--- src/rtl/core/psu_pkg.sv ---
`timescale 1ns / 1ps
// Shared constants, types and filter codes for the scanline unfilter.
package psu_pkg;

    localparam int MAX_ROW_BYTES   = 8192;
    localparam int MAX_PIXEL_BYTES = 8;

    localparam int COL_W  = 14;
    localparam int ADDR_W = $clog2(MAX_ROW_BYTES);
    localparam int BPP_W  = 4;
    localparam int HIST_W = $clog2(MAX_PIXEL_BYTES);

    localparam int QUEUE_DEPTH = 4;
    localparam int QPTR_W      = $clog2(QUEUE_DEPTH);
    localparam int QCNT_W      = QPTR_W + 1;

    localparam int CFG_IDX_W  = 1;
    localparam int CFG_DATA_W = 14;

    localparam logic [CFG_IDX_W-1:0] CFG_BPP       = 1'd0;
    localparam logic [CFG_IDX_W-1:0] CFG_ROW_BYTES = 1'd1;

    localparam logic [7:0] FILTER_NONE  = 8'd0;
    localparam logic [7:0] FILTER_SUB   = 8'd1;
    localparam logic [7:0] FILTER_UP    = 8'd2;
    localparam logic [7:0] FILTER_AVG   = 8'd3;
    localparam logic [7:0] FILTER_PAETH = 8'd4;

    typedef enum logic [2:0] {
        FLT_NONE,
        FLT_SUB,
        FLT_UP,
        FLT_AVG,
        FLT_PAETH,
        FLT_BAD
    } filter_kind_t;

    // One classified data byte on its way to the reconstruction stage
    typedef struct packed {
        logic [7:0]       data;
        logic [COL_W-1:0] column;
        filter_kind_t     kind;
        logic             first_row;
        logic             row_end;
    } entry_t;

endpackage

--- src/rtl/core/psu_front.sv ---
`timescale 1ns / 1ps
// Front end: takes stream bytes, tracks row position and classifies data bytes.
module psu_front
(
    input  logic                        clk,
    input  logic                        rst_n,
    input  logic                        in_valid,
    output logic                        in_ready,
    input  logic [7:0]                  in_byte,
    input  logic                        image_start,
    input  logic [psu_pkg::COL_W-1:0]   row_bytes,
    input  logic                        q_full,
    output logic                        push,
    output psu_pkg::entry_t             push_item
);
    import psu_pkg::*;

    logic               want_filter_reg, want_filter_next;
    logic               first_row_reg, first_row_next;
    filter_kind_t       kind_reg, kind_next;
    logic [COL_W-1:0]   column_reg, column_next;
    filter_kind_t       decoded_kind;
    logic               accept;
    logic               last_byte;
    logic [COL_W:0]     column_inc;

    assign in_ready   = !q_full;
    assign accept     = in_valid && in_ready;
    assign push       = accept && !want_filter_reg;
    assign column_inc = {1'b0, column_reg} + (COL_W+1)'(1);
    assign last_byte  = column_inc >= {1'b0, row_bytes};

    always_comb
    begin
        unique case (in_byte)
            FILTER_NONE:  decoded_kind = FLT_NONE;
            FILTER_SUB:   decoded_kind = FLT_SUB;
            FILTER_UP:    decoded_kind = FLT_UP;
            FILTER_AVG:   decoded_kind = FLT_AVG;
            FILTER_PAETH: decoded_kind = FLT_PAETH;
            default:      decoded_kind = FLT_BAD;
        endcase
    end

    always_comb
    begin
        push_item.data      = in_byte;
        push_item.column    = column_reg;
        push_item.kind      = kind_reg;
        push_item.first_row = first_row_reg;
        push_item.row_end   = last_byte;
    end

    always_comb
    begin
        want_filter_next = want_filter_reg;
        first_row_next   = first_row_reg;
        kind_next        = kind_reg;
        column_next      = column_reg;
        if (accept)
        begin
            if (want_filter_reg)
            begin
                kind_next        = decoded_kind;
                first_row_next   = first_row_reg || image_start;
                want_filter_next = 1'b0;
                column_next      = '0;
            end
            else if (last_byte)
            begin
                column_next      = '0;
                want_filter_next = 1'b1;
                first_row_next   = 1'b0;
            end
            else
            begin
                column_next = column_inc[COL_W-1:0];
            end
        end
    end

    always_ff @(posedge clk or negedge rst_n)
    begin
        if (!rst_n)
        begin
            want_filter_reg <= 1'b1;
            first_row_reg   <= 1'b1;
            kind_reg        <= FLT_NONE;
            column_reg      <= '0;
        end
        else
        begin
            want_filter_reg <= want_filter_next;
            first_row_reg   <= first_row_next;
            kind_reg        <= kind_next;
            column_reg      <= column_next;
        end
    end

    // after the last byte of a row the next byte must be taken as a filter code
    a_row_end_wants_filter: assert property (@(posedge clk) disable iff (!rst_n)
        push && push_item.row_end |=> want_filter_reg)
        else $error("row end did not rearm filter byte");

endmodule

--- config.mk ---
export PLATFORM = sky130hd
export DESIGN_NAME = psu_front
export DESIGN_NICKNAME = d
export VERILOG_FILES = /design/src/rtl/core/psu_pkg.sv /design/src/rtl/core/psu_front.sv
export SDC_FILE = /design/constraint.sdc
export NUM_CORES = 1
export LEC_CHECK = 0
export ABC_CLOCK_PERIOD_IN_PS = 3400
export BUFFER_PORTS_ARGS = -buffer_cell sky130_fd_sc_hd__buf_2
export CORE_MARGIN = 2
export CORE_UTILIZATION = 25
export DETAILED_ROUTE_END_ITERATION = 8
export GPL_TIMING_DRIVEN = 0
export PLACE_DENSITY = 0.54
export SYNTH_ARGS = -nofsm -noshare
export SYNTH_HDL_FRONTEND = slang
export SYNTH_SLANG_ARGS = --single-unit
--- constraint.sdc ---
create_clock -name clk -period 3.4 [get_ports clk]
set_input_delay 1.02 -clock clk [delete_from_list [all_inputs] [get_ports clk]]
set_output_delay 1.02 -clock clk [all_outputs]
set_load 0.02 [all_outputs]
==> metrics.md <==
| Metric | Value |
|---|---|
| Placed Instance Area | `1930 um^2` |
| Crit share post-route | `1.03` |
| Mapped cell area | `1540 um^2` |
| Actual slew at the worst max-slew pin | `0.506 ns` |
| DRC Markers | `0` |
| Syn Area/Cell | `8.83 um^2` |
| CTS H-Tree Depth | `1` |
| Via-to-Cell Ratio | `4.49` |
| Port Buf Inserts | `55` |
| CP startpoint kind | `register` |
| Post-route setup slack | `-0.0869 ns` |
| Critical hold path startpoint | `kind_reg[1]$_DFFE_PN0P_` |
| Largest net degree at the start of global routing | `20` |
| Post-synth EDFFs | `0` |
| Synth area leaders | `dfrtp_1, ha_1, buf_4` |
| Total grt overflow | `0` |
| Fill cells | `629` |
| Worst Hold Class | `reg2reg` |
| Area delta synth->final | `43.8%` |
| DRT Wirelength | `3.95 mm` |
| Max reg flops | `14` |
| Setup slack at placement | `-0.357 ns` |
| Via Count | `1460` |
| Synth top area share | `0.277` |
| Failing checks | `setup timing` |
| Syn Inst Count | `174` |
| DP HPWL | `3.04 mm` |
| GPL Wtd Cong | `0.776` |
| Die Y | `82.4 um` |
| Longest Clk Path Bufs | `2` |
| Hold buffer count at cts | `0` |
| Setup Skew | `0.00586 ns` |
| Die footprint | `6790 um^2` |
| Max_slew headroom | `0.662` |
| Ys flop type | `dfrtp_1` |
| Power Total | `0.851 mW` |
| Nets | `294` |
| Run status | `finished, violations left` |
| Endpoints failing hold | `0` |
| Num Clock Sinks | `19` |
| DR iter-0 viols | `39` |
| RSZ-0062 raised after global routing | `yes` |
| Avg WL per Cell | `12.2 um` |
| Root Driver | `clkbuf_8` |
| Post-Layout Cell Count | `325` |
| WHS Path Cells | `2` |
| R2r setup slk | `0.57 ns` |
| Commonest non-fill, non-tap cell in the layout | `buf_2` |
| N_diodes | `0` |
| Cell total after placement | `304` |
| Leakage | `1.13 nW` |
| Worst R2R End | `column_reg[11]$_DFFE_PN0P_` |
| Post-synth net total | `217` |
| Post-synth ARST share | `1.00` |
| Clock Latency Late Sink | `0.26 ns` |
| CTS clk-pin slew, worst paths | `0.07 ns` |
| Routed Antenna Nets | `0` |
| Tot GR Track Use | `0.120` |
| Crit Path Category | `reg2out` |
| Crit end category | `output pin` |
| CORE AREA | `5920 um^2` |
| Layout cells sized above 1 | `0.496` |
| Area leader, netlist | `dfrtp_1` |
| YS warnings | `0` |
| Worst Reg-to-Reg Cells | `13` |
| # setup viols final | `1` |
| Most frequent cells in the layout | `buf_2, buf_4, inv_1, nand2_1, ha_1` |
| Crit path DAT | `2.47 ns` |
| Min Tclk post-route | `3.49 ns` |
| Design area | `2210 um^2` |
| Top-Level Pins | `56` |
| Netlist cell types | `39` |
| IR drop worst, VDD | `135 uV` |
| CTS tree | `built` |
| CP Max Fanout | `4` |
| Final Max Slew Viols | `0` |
| Worst r2r src | `column_reg[1]$_DFFE_PN0P_` |
| First-pass GRT wire length | `6.13 mm` |
| Hold endpoint | `kind_reg[1]$_DFFE_PN0P_` |
| Row count | `28` |
| Required time worst endpoint | `2.38 ns` |
| Die X | `82.4 um` |
| Vias in the first global route | `1317` |
| Max-Cap Viols | `0` |
| Fmax | `287 MHz` |
| TritonCTS Buffers | `3` |
| Initial antenna violation count | `0` |
| Drt pass-1 iters | `4` |
| Initial core utilization | `0.260` |
| Fraction of the yosys area taken by sequential cells | `0.311` |
| P per Cell Area | `385 nW/um^2` |
| #FFs+latches synth | `19` |
## per-stage QoR
step | hold WS (ns) | TNS (ns) | util
2_1_floorplan | 0.461 | 0 | -
3_3_place_gp | 0.460 | -0.316 | 0.326
3_5_place_dp | 0.470 | -0.357 | 0.326
4_1_cts | 0.486 | -0.112 | 0.367
5_1_grt | 0.500 | -0.231 | 0.373
6_report | 0.481 | -0.0869 | 0.373
## cells by family (layout without fill, tap and decap cells)
family          after synthesis  count (layout)  synth area share
fa+ha+maj                    16              16             0.130
xor+xnor                     12              12            0.0684
flops                        19              19             0.311
buf+inv                      32             108             0.111
simple gates                 58              58             0.214
compound gates               37              37             0.165
## worst max-delay path, stage by stage, from the launching register on
cell       delay [ns]
dfrtp_2          0.41
and3_4           0.20
nand3_4          0.08
nor2_4           0.16
nand3_2          0.14
xnor2_2          0.15
ha_1             0.30
a21o_1           0.17
a21oi_2          0.12
a2bb2oi_2        0.20
nand3_2          0.13
buf_6            0.16
## how the worst max path moves through the flow
stage	start	endpoint	slack, ns	cells after the start
3_3_place_gp	column_reg[0]$_DFFE_PN0P_	push_item[0]	-0.32	12
3_5_place_dp	column_reg[0]$_DFFE_PN0P_	push_item[0]	-0.36	12
6_report	column_reg[1]$_DFFE_PN0P_	push_item[0]	-0.09	11
5_1_grt	column_reg[1]$_DFFE_PN0P_	push_item[0]	-0.23	11
2_1_floorplan	column_reg[7]$_DFFE_PN0P_	push_item[0]	0.01	11
4_1_cts	column_reg[0]$_DFFE_PN0P_	push_item[0]	-0.11	13
## synth_stat cells (5+ instances only)
library cell / instances
inv_1: 18
dfrtp_1: 17
nand2_1: 17
ha_1: 16
a21oi_1: 11
buf_4: 11
nand3_1: 11
o21ai_0: 7
xnor2_1: 7
nor2_1: 6
a22o_1: 5
xor2_1: 5
## final cells by class
class                   instances  area [um^2]  share of cell area
clock buffers                   4         45.0              0.0204
well taps                      75         93.8              0.0425
inverters                      18         67.6              0.0306
multi-input cells             123          997               0.451
flip-flops and latches         19          488               0.221
repair buffers                 73          417               0.189
plain buffers                  13          101              0.0459
## routing by layer
metal | up-vias | track usage | routed length, um
li1 | 758 | - | -
met1 | 674 | 0.151 | 1760
met2 | 26 | 0.208 | 2010
met3 | 2 | 0.0315 | 174
met4 | 0 | 0.0200 | 11
met5 | - | 0 | 0
## power by group
group          switching, mW  internal, mW
clock                 0.0762        0.0834
combinational          0.209         0.167
sequential            0.0454         0.270
total                  0.331         0.521
## repair_timing
item                                    CTS  global route
endpoints found under the hold margin     0             0
resized for setup                        23             3
endpoints found under the setup margin    1             1
pin swaps                                17             4
setup buffers                            15             3
Note: power is estimated with default switching activity, not from simulation.
