<file path="config.mk">
export PLATFORM = sky130hd
export DESIGN_NAME = psu_queue
export DESIGN_NICKNAME = d
export VERILOG_FILES = /design/src/rtl/core/psu_pkg.sv /design/src/rtl/core/psu_queue.sv
export SDC_FILE = /design/constraint.sdc
export NUM_CORES = 1
export LEC_CHECK = 0
export ABC_CLOCK_PERIOD_IN_PS = 1880
export CORE_ASPECT_RATIO = 0.5
export CORE_MARGIN = 2
export CORE_UTILIZATION = 32
export DETAILED_ROUTE_END_ITERATION = 16
export DONT_BUFFER_PORTS = 1
export MAX_ROUTING_LAYER = met4
export RECOVER_POWER = 50
export SYNTH_ARGS = -nofsm -noshare
export SYNTH_HDL_FRONTEND = slang
export SYNTH_SLANG_ARGS = --single-unit
</file>
<file path="constraint.sdc">
create_clock -name clk -period 1.88 [get_ports clk]
set_clock_uncertainty 0.15 [all_clocks]
set_input_delay 0.094 -clock clk [delete_from_list [all_inputs] [get_ports clk]]
set_output_delay 0.094 -clock clk [all_outputs]
set_load 0.05 [all_outputs]
</file>
<file path="src/rtl/core/psu_pkg.sv">
`timescale 1ns / 1ps
// Shared constants, types and filter codes for the scanline unfilter.
package psu_pkg;

    localparam int MAX_ROW_BYTES   = 8192;
    localparam int MAX_PIXEL_BYTES = 8;

    localparam int COL_W  = 14;
    localparam int ADDR_W = $clog2(MAX_ROW_BYTES);
    localparam int BPP_W  = 4;
    localparam int HIST_W = $clog2(MAX_PIXEL_BYTES);

    localparam int QUEUE_DEPTH = 4;
    localparam int QPTR_W      = $clog2(QUEUE_DEPTH);
    localparam int QCNT_W      = QPTR_W + 1;

    localparam int CFG_IDX_W  = 1;
    localparam int CFG_DATA_W = 14;

    localparam logic [CFG_IDX_W-1:0] CFG_BPP       = 1'd0;
    localparam logic [CFG_IDX_W-1:0] CFG_ROW_BYTES = 1'd1;

    localparam logic [7:0] FILTER_NONE  = 8'd0;
    localparam logic [7:0] FILTER_SUB   = 8'd1;
    localparam logic [7:0] FILTER_UP    = 8'd2;
    localparam logic [7:0] FILTER_AVG   = 8'd3;
    localparam logic [7:0] FILTER_PAETH = 8'd4;

    typedef enum logic [2:0] {
        FLT_NONE,
        FLT_SUB,
        FLT_UP,
        FLT_AVG,
        FLT_PAETH,
        FLT_BAD
    } filter_kind_t;

    // One classified data byte on its way to the reconstruction stage
    typedef struct packed {
        logic [7:0]       data;
        logic [COL_W-1:0] column;
        filter_kind_t     kind;
        logic             first_row;
        logic             row_end;
    } entry_t;

endpackage

</file>
<file path="src/rtl/core/psu_queue.sv">
`timescale 1ns / 1ps
// Short FIFO of classified data bytes between the front and back ends.
module psu_queue
(
    input  logic                clk,
    input  logic                rst_n,
    input  logic                push,
    input  psu_pkg::entry_t     push_item,
    output logic                full,
    input  logic                pop,
    output logic                empty,
    output psu_pkg::entry_t     head
);
    import psu_pkg::*;

    entry_t              entries_reg [QUEUE_DEPTH];
    logic [QPTR_W-1:0]   wr_ptr_reg;
    logic [QPTR_W-1:0]   rd_ptr_reg;
    logic [QCNT_W-1:0]   count_reg;
    logic [QCNT_W-1:0]   count_next;

    assign full  = count_reg == QCNT_W'(QUEUE_DEPTH);
    assign empty = count_reg == '0;
    assign head  = entries_reg[rd_ptr_reg];

    always_comb
    begin
        count_next = count_reg;
        if (push && !pop)
            count_next = count_reg + QCNT_W'(1);
        else if (pop && !push)
            count_next = count_reg - QCNT_W'(1);
    end

    always_ff @(posedge clk)
    begin
        if (push)
            entries_reg[wr_ptr_reg] <= push_item;
    end

    always_ff @(posedge clk or negedge rst_n)
    begin
        if (!rst_n)
        begin
            wr_ptr_reg <= '0;
            rd_ptr_reg <= '0;
            count_reg  <= '0;
        end
        else
        begin
            if (push)
                wr_ptr_reg <= wr_ptr_reg + QPTR_W'(1);
            if (pop)
                rd_ptr_reg <= rd_ptr_reg + QPTR_W'(1);
            count_reg <= count_next;
        end
    end

    a_count_bound: assert property (@(posedge clk) disable iff (!rst_n)
        count_reg <= QCNT_W'(QUEUE_DEPTH))
        else $error("queue count overflow");

    a_pop_nonempty: assert property (@(posedge clk) disable iff (!rst_n)
        pop |-> !empty)
        else $error("pop from empty queue");

endmodule

</file>
==> results.md <==
Timing:
- Setup repair after global routing could not meet its margin everywhere.
- After layout, the minimum clock period comes to ~2000 ps.
- In this run the tightest slew margin relative to its limit is 75.4%.
- The maximum clock frequency is about 500 MHz.
- The post-route setup TNS is -1820 ps.
- At the pin with the least slew margin, the transition time is roughly 370 ps.
- Across all setup checks in the final design, the least slack found is -93.3 ps.
- The worst hold slack is 55.3 ps.
- The ratio of final minimum period to clock period is 105%.
- The max-slew violation count is 0.
- The final hold violation count was 0.
- Setup violations remaining at the end of the flow were counted as 27.

Global route:
- The via count of the first global-routing pass is approximately 2200.
- After global routing, the most crowded layer is met2.
- After global routing the overflow that remains totals 0.
- The global-route usage over all layers is between 10 and 15%.
- The maximum number of pins on one net before global-route repair is 28.
- For met1 alone, demand over resource in global routing was 12.5%.
- In the global route stage, met2 resource usage came out at a little under a fifth.
- For this run, global-route usage on met3 was measured as approximately 4.2%.
- The initial antenna violation count is 0.
- The first global-routing pass estimated roughly 12000 um of wire.

Placement:
- Prior to clock tree synthesis, the placed netlist has a worst setup slack of slightly below 300 ps.
- In this run, placement finished with an instance count of ~380.
- The routability congestion estimate is 0.629.
- The estimated wirelength of the detail-placed design is 4490 um.
- During placement, the flow inserted port buffers numbering 0.

Layout:
- The layout-stage area growth over the synthesis result is 39.5%.
- The leading cell type in the layout, fill and taps excluded is sky130_fd_sc_hd__edfxtp_1.
- The final-stage net count is just under 300.
- The share of post-route cells with drive strength above 1 is 34.0%.
- The total of fill cells in the finished design is 1005.
- The repair_antennas step left the layout with diodes totalling 0.
- Leaving out fill and tap cells, the most frequent cells in the layout are 108 x sky130_fd_sc_hd__edfxtp_1, 32 x sky130_fd_sc_hd__buf_12, 31 x sky130_fd_sc_hd__dlygate4sd3_1, 27 x sky130_fd_sc_hd__mux4_2, 17 x sky130_fd_sc_hd__clkbuf_16.
- In the final layout, flip-flops and latches occupy ~0.0034 mm2.
- The multi-input combinational cell area is between 800 and 900 um2.
- The register with the most flip-flops in the layout has roughly 110 of them.
- The final cell count without fillers is 438.

Route:
- The number of design-rule violations left by the first detailed-router iteration is 75.
- The pre-antenna-repair detailed-routing pass consisted of 4 iterations.
- The mean number of vias per cell is between 4 and 5.
- For this run, design rule violations remaining after detail routing come to 0.
- In this run the remaining antenna-violating nets after routing total 0.
- Dividing the detail-routed wire length by the instance count gives about 17 um.
- The total wirelength of the detailed-routed design is around 7300 um.
- The routed layout has 1987 vias.

Clocking:
- Counting along the longest clock path gives a buffer depth of 2.
- The clock reaches the later pin of the worst-skew pair after a little under 400 ps.
- The H-tree generated during clock tree synthesis spans 4 levels.
- The cell at the root of the clock tree is sky130_fd_sc_hd__clkbuf_16.
- TritonCTS built the clock tree.
- The number of clock buffers inserted by TritonCTS is 17.
- The clock slew seen by the registers of the worst setup and hold paths is 50 ps.
- The number of sinks driven by the clock tree is approximately 120.

Logic synthesis:
- The sequential element share of the synthesized area is approximately four fifths.
- Sorting the synthesized cells by area gives the leading types as sky130_fd_sc_hd__edfxtp_1 75%, sky130_fd_sc_hd__mux4_2 14%, sky130_fd_sc_hd__dfrtp_1 4.1%, sky130_fd_sc_hd__ha_1 1.5%, sky130_fd_sc_hd__xor2_1 0.81%.
- Synthesis handed over a netlist of around 180 instances.
- After synthesis the netlist holds a flip-flop and latch count of approximately 120.
- The top cell type by total area after synthesis is sky130_fd_sc_hd__edfxtp_1.
- After synthesis the cells add up to 0.00430 mm2.
- The synthesized design devotes to its leading area cell type 75.4% of total area.
- The post-synthesis area per instance is 24.6 um2.
- For this run, the number of Yosys warnings is 0.
- Counting every net in the synthesized netlist gives about 210.
- The number of library cell types mapped by synthesis is 20.

Pwr:
- The part of the power in registers is between 30 and 40%.
- For this design the total switching power over the nets is roughly 3.8 mW.
- For this design the ratio of total power to cell area is around 1900 mW/mm2.
- VDD sags by at most between 0.8 and 0.9 mV.
- Internal power comes to around 7.7 mW.
- The clock network accounts for approximately a quarter of the total power.
- Combinational logic is responsible for 43.9% of the overall power.
- Summed over all cells, the static leakage comes to around 2.1 nW.
- The switching share of power is 33.0%.

Die:
- The die covers around 0.014 mm2.
- The initial core utilization is about a third.
- The area inside the core boundary is about 0.013 mm2.
- The vertical die dimension is between 80 and 90 um.
- The initialized floorplan defines 29 standard-cell rows.
- The die is around 170 um wide.
- The I/O pin count is 60.

Critical path:
- The launching element type of the critical path is a flop.
- Along the worst path, the maximum fanout reaches 14.
- STA classifies the critical path endpoint as an output pin.
- STA puts the critical path data arrival time at between 1500 and 2000 ps.
- The critical path is of the flop to output pin type.
- Data on the critical path is required at its endpoint by about 1600 ps.

Run status:
- The run finished, with violations left.
- The final reports fail on setup timing.

Flow run:
- The number of max-cap violations is 0.

Min path:
- The worst hold path class is input pin to flop.
==> cell usage after synthesis (all sizes together) <==
library cell  number
edfxtp           108
mux4              27
dfrtp              7
buf                6
ha                 5
and2               4
inv                4
xor2               4
nand2              2
xnor2              2
fa                 1
mux2               1
nor2               1
nor3               1
nor3b              1
o21ai              1
==> worst max-delay path: stages (launching register included) <==
cell and delay, ps:
sky130_fd_sc_hd__dfrtp_2 400, sky130_fd_sc_hd__buf_12 180, sky130_fd_sc_hd__mux4_2 570, sky130_fd_sc_hd__buf_12 180
==> cells by family (layout without fill, tap and decap cells) <==
family	after synthesis	after routing	synth area share [%]
xor+xnor	6	6	1.22
buf+inv	10	103	1.60
fa+ha+maj	6	6	1.92
mux	28	28	14.5
flops	115	115	79.5
simple gates	9	9	1.13
compound gates	1	1	0.116
==> worst paths after layout <==
kind | from | end | slack (ps) | cells past startpoint
worst min-delay path | push | entries_reg[0][8] | 60 | 2
max in group asynchronous | rst_n | rd_ptr_reg[0] | 850 | 2
worst max-delay path | rd_ptr_reg[0] | head[23] | -90 | 3
min in group asynchronous | rst_n | rd_ptr_reg[1] | 450 | 2
worst max register to register | count_reg[0] | count_reg[2] | 310 | 4
worst min register to register | count_reg[2] | count_reg[2] | 360 | 1
==> per-stage QoR <==
| stage | area (um2) | utilization (%) | power (mW) |
|---|---|---|---|
| 6_report | 6000 | 46.5 | 11.4 |
| 5_1_grt | 6000 | 46.5 | 11.9 |
| 4_1_cts | 6000 | 46.5 | 11.6 |
| 3_5_place_dp | 5150 | 40.0 | 8.60 |
| 3_3_place_gp | 5150 | 40.0 | 8.51 |
| 2_1_floorplan | 4300 | - | 6.36 |
==> power groups by stage <==
stage          clock, mW  sequential [mW]  combinational [mW]
5_1_grt             3.04             3.60                5.24
3_5_place_dp           0             3.61                5.00
6_report            2.85             3.55                5.02
3_3_place_gp           0             3.56                4.95
2_1_floorplan          0             3.53                2.83
4_1_cts             2.91             3.56                5.11
==> layout make-up <==
cell class                 instances  area share (%)
clock buffer                      21            7.35
tap                              170            3.55
multi-input combinational         50            13.6
sequential                       115            57.0
clock inverter                     9            1.50
timing repair buffer              69            16.7
inverter                           4           0.250
==> routing by layer <==
metal	wire [um]	vias up
met5	0	-
met2	3900	29
met3	251	7
li1	-	893
met1	3040	1058
met4	70	0
==> what timing repair did <==
| item | CTS | global route |
|---|---|---|
| gates cloned | 0 | 0 |
| gates resized for setup | 2 | 0 |
| setup buffers | 1 | 0 |
| endpoints found under the hold margin | 122 | 0 |
| endpoints found under the setup margin | 27 | 27 |
| hold buffers | 31 | 0 |
No activity file was read; power rests on OpenSTA's default activity.
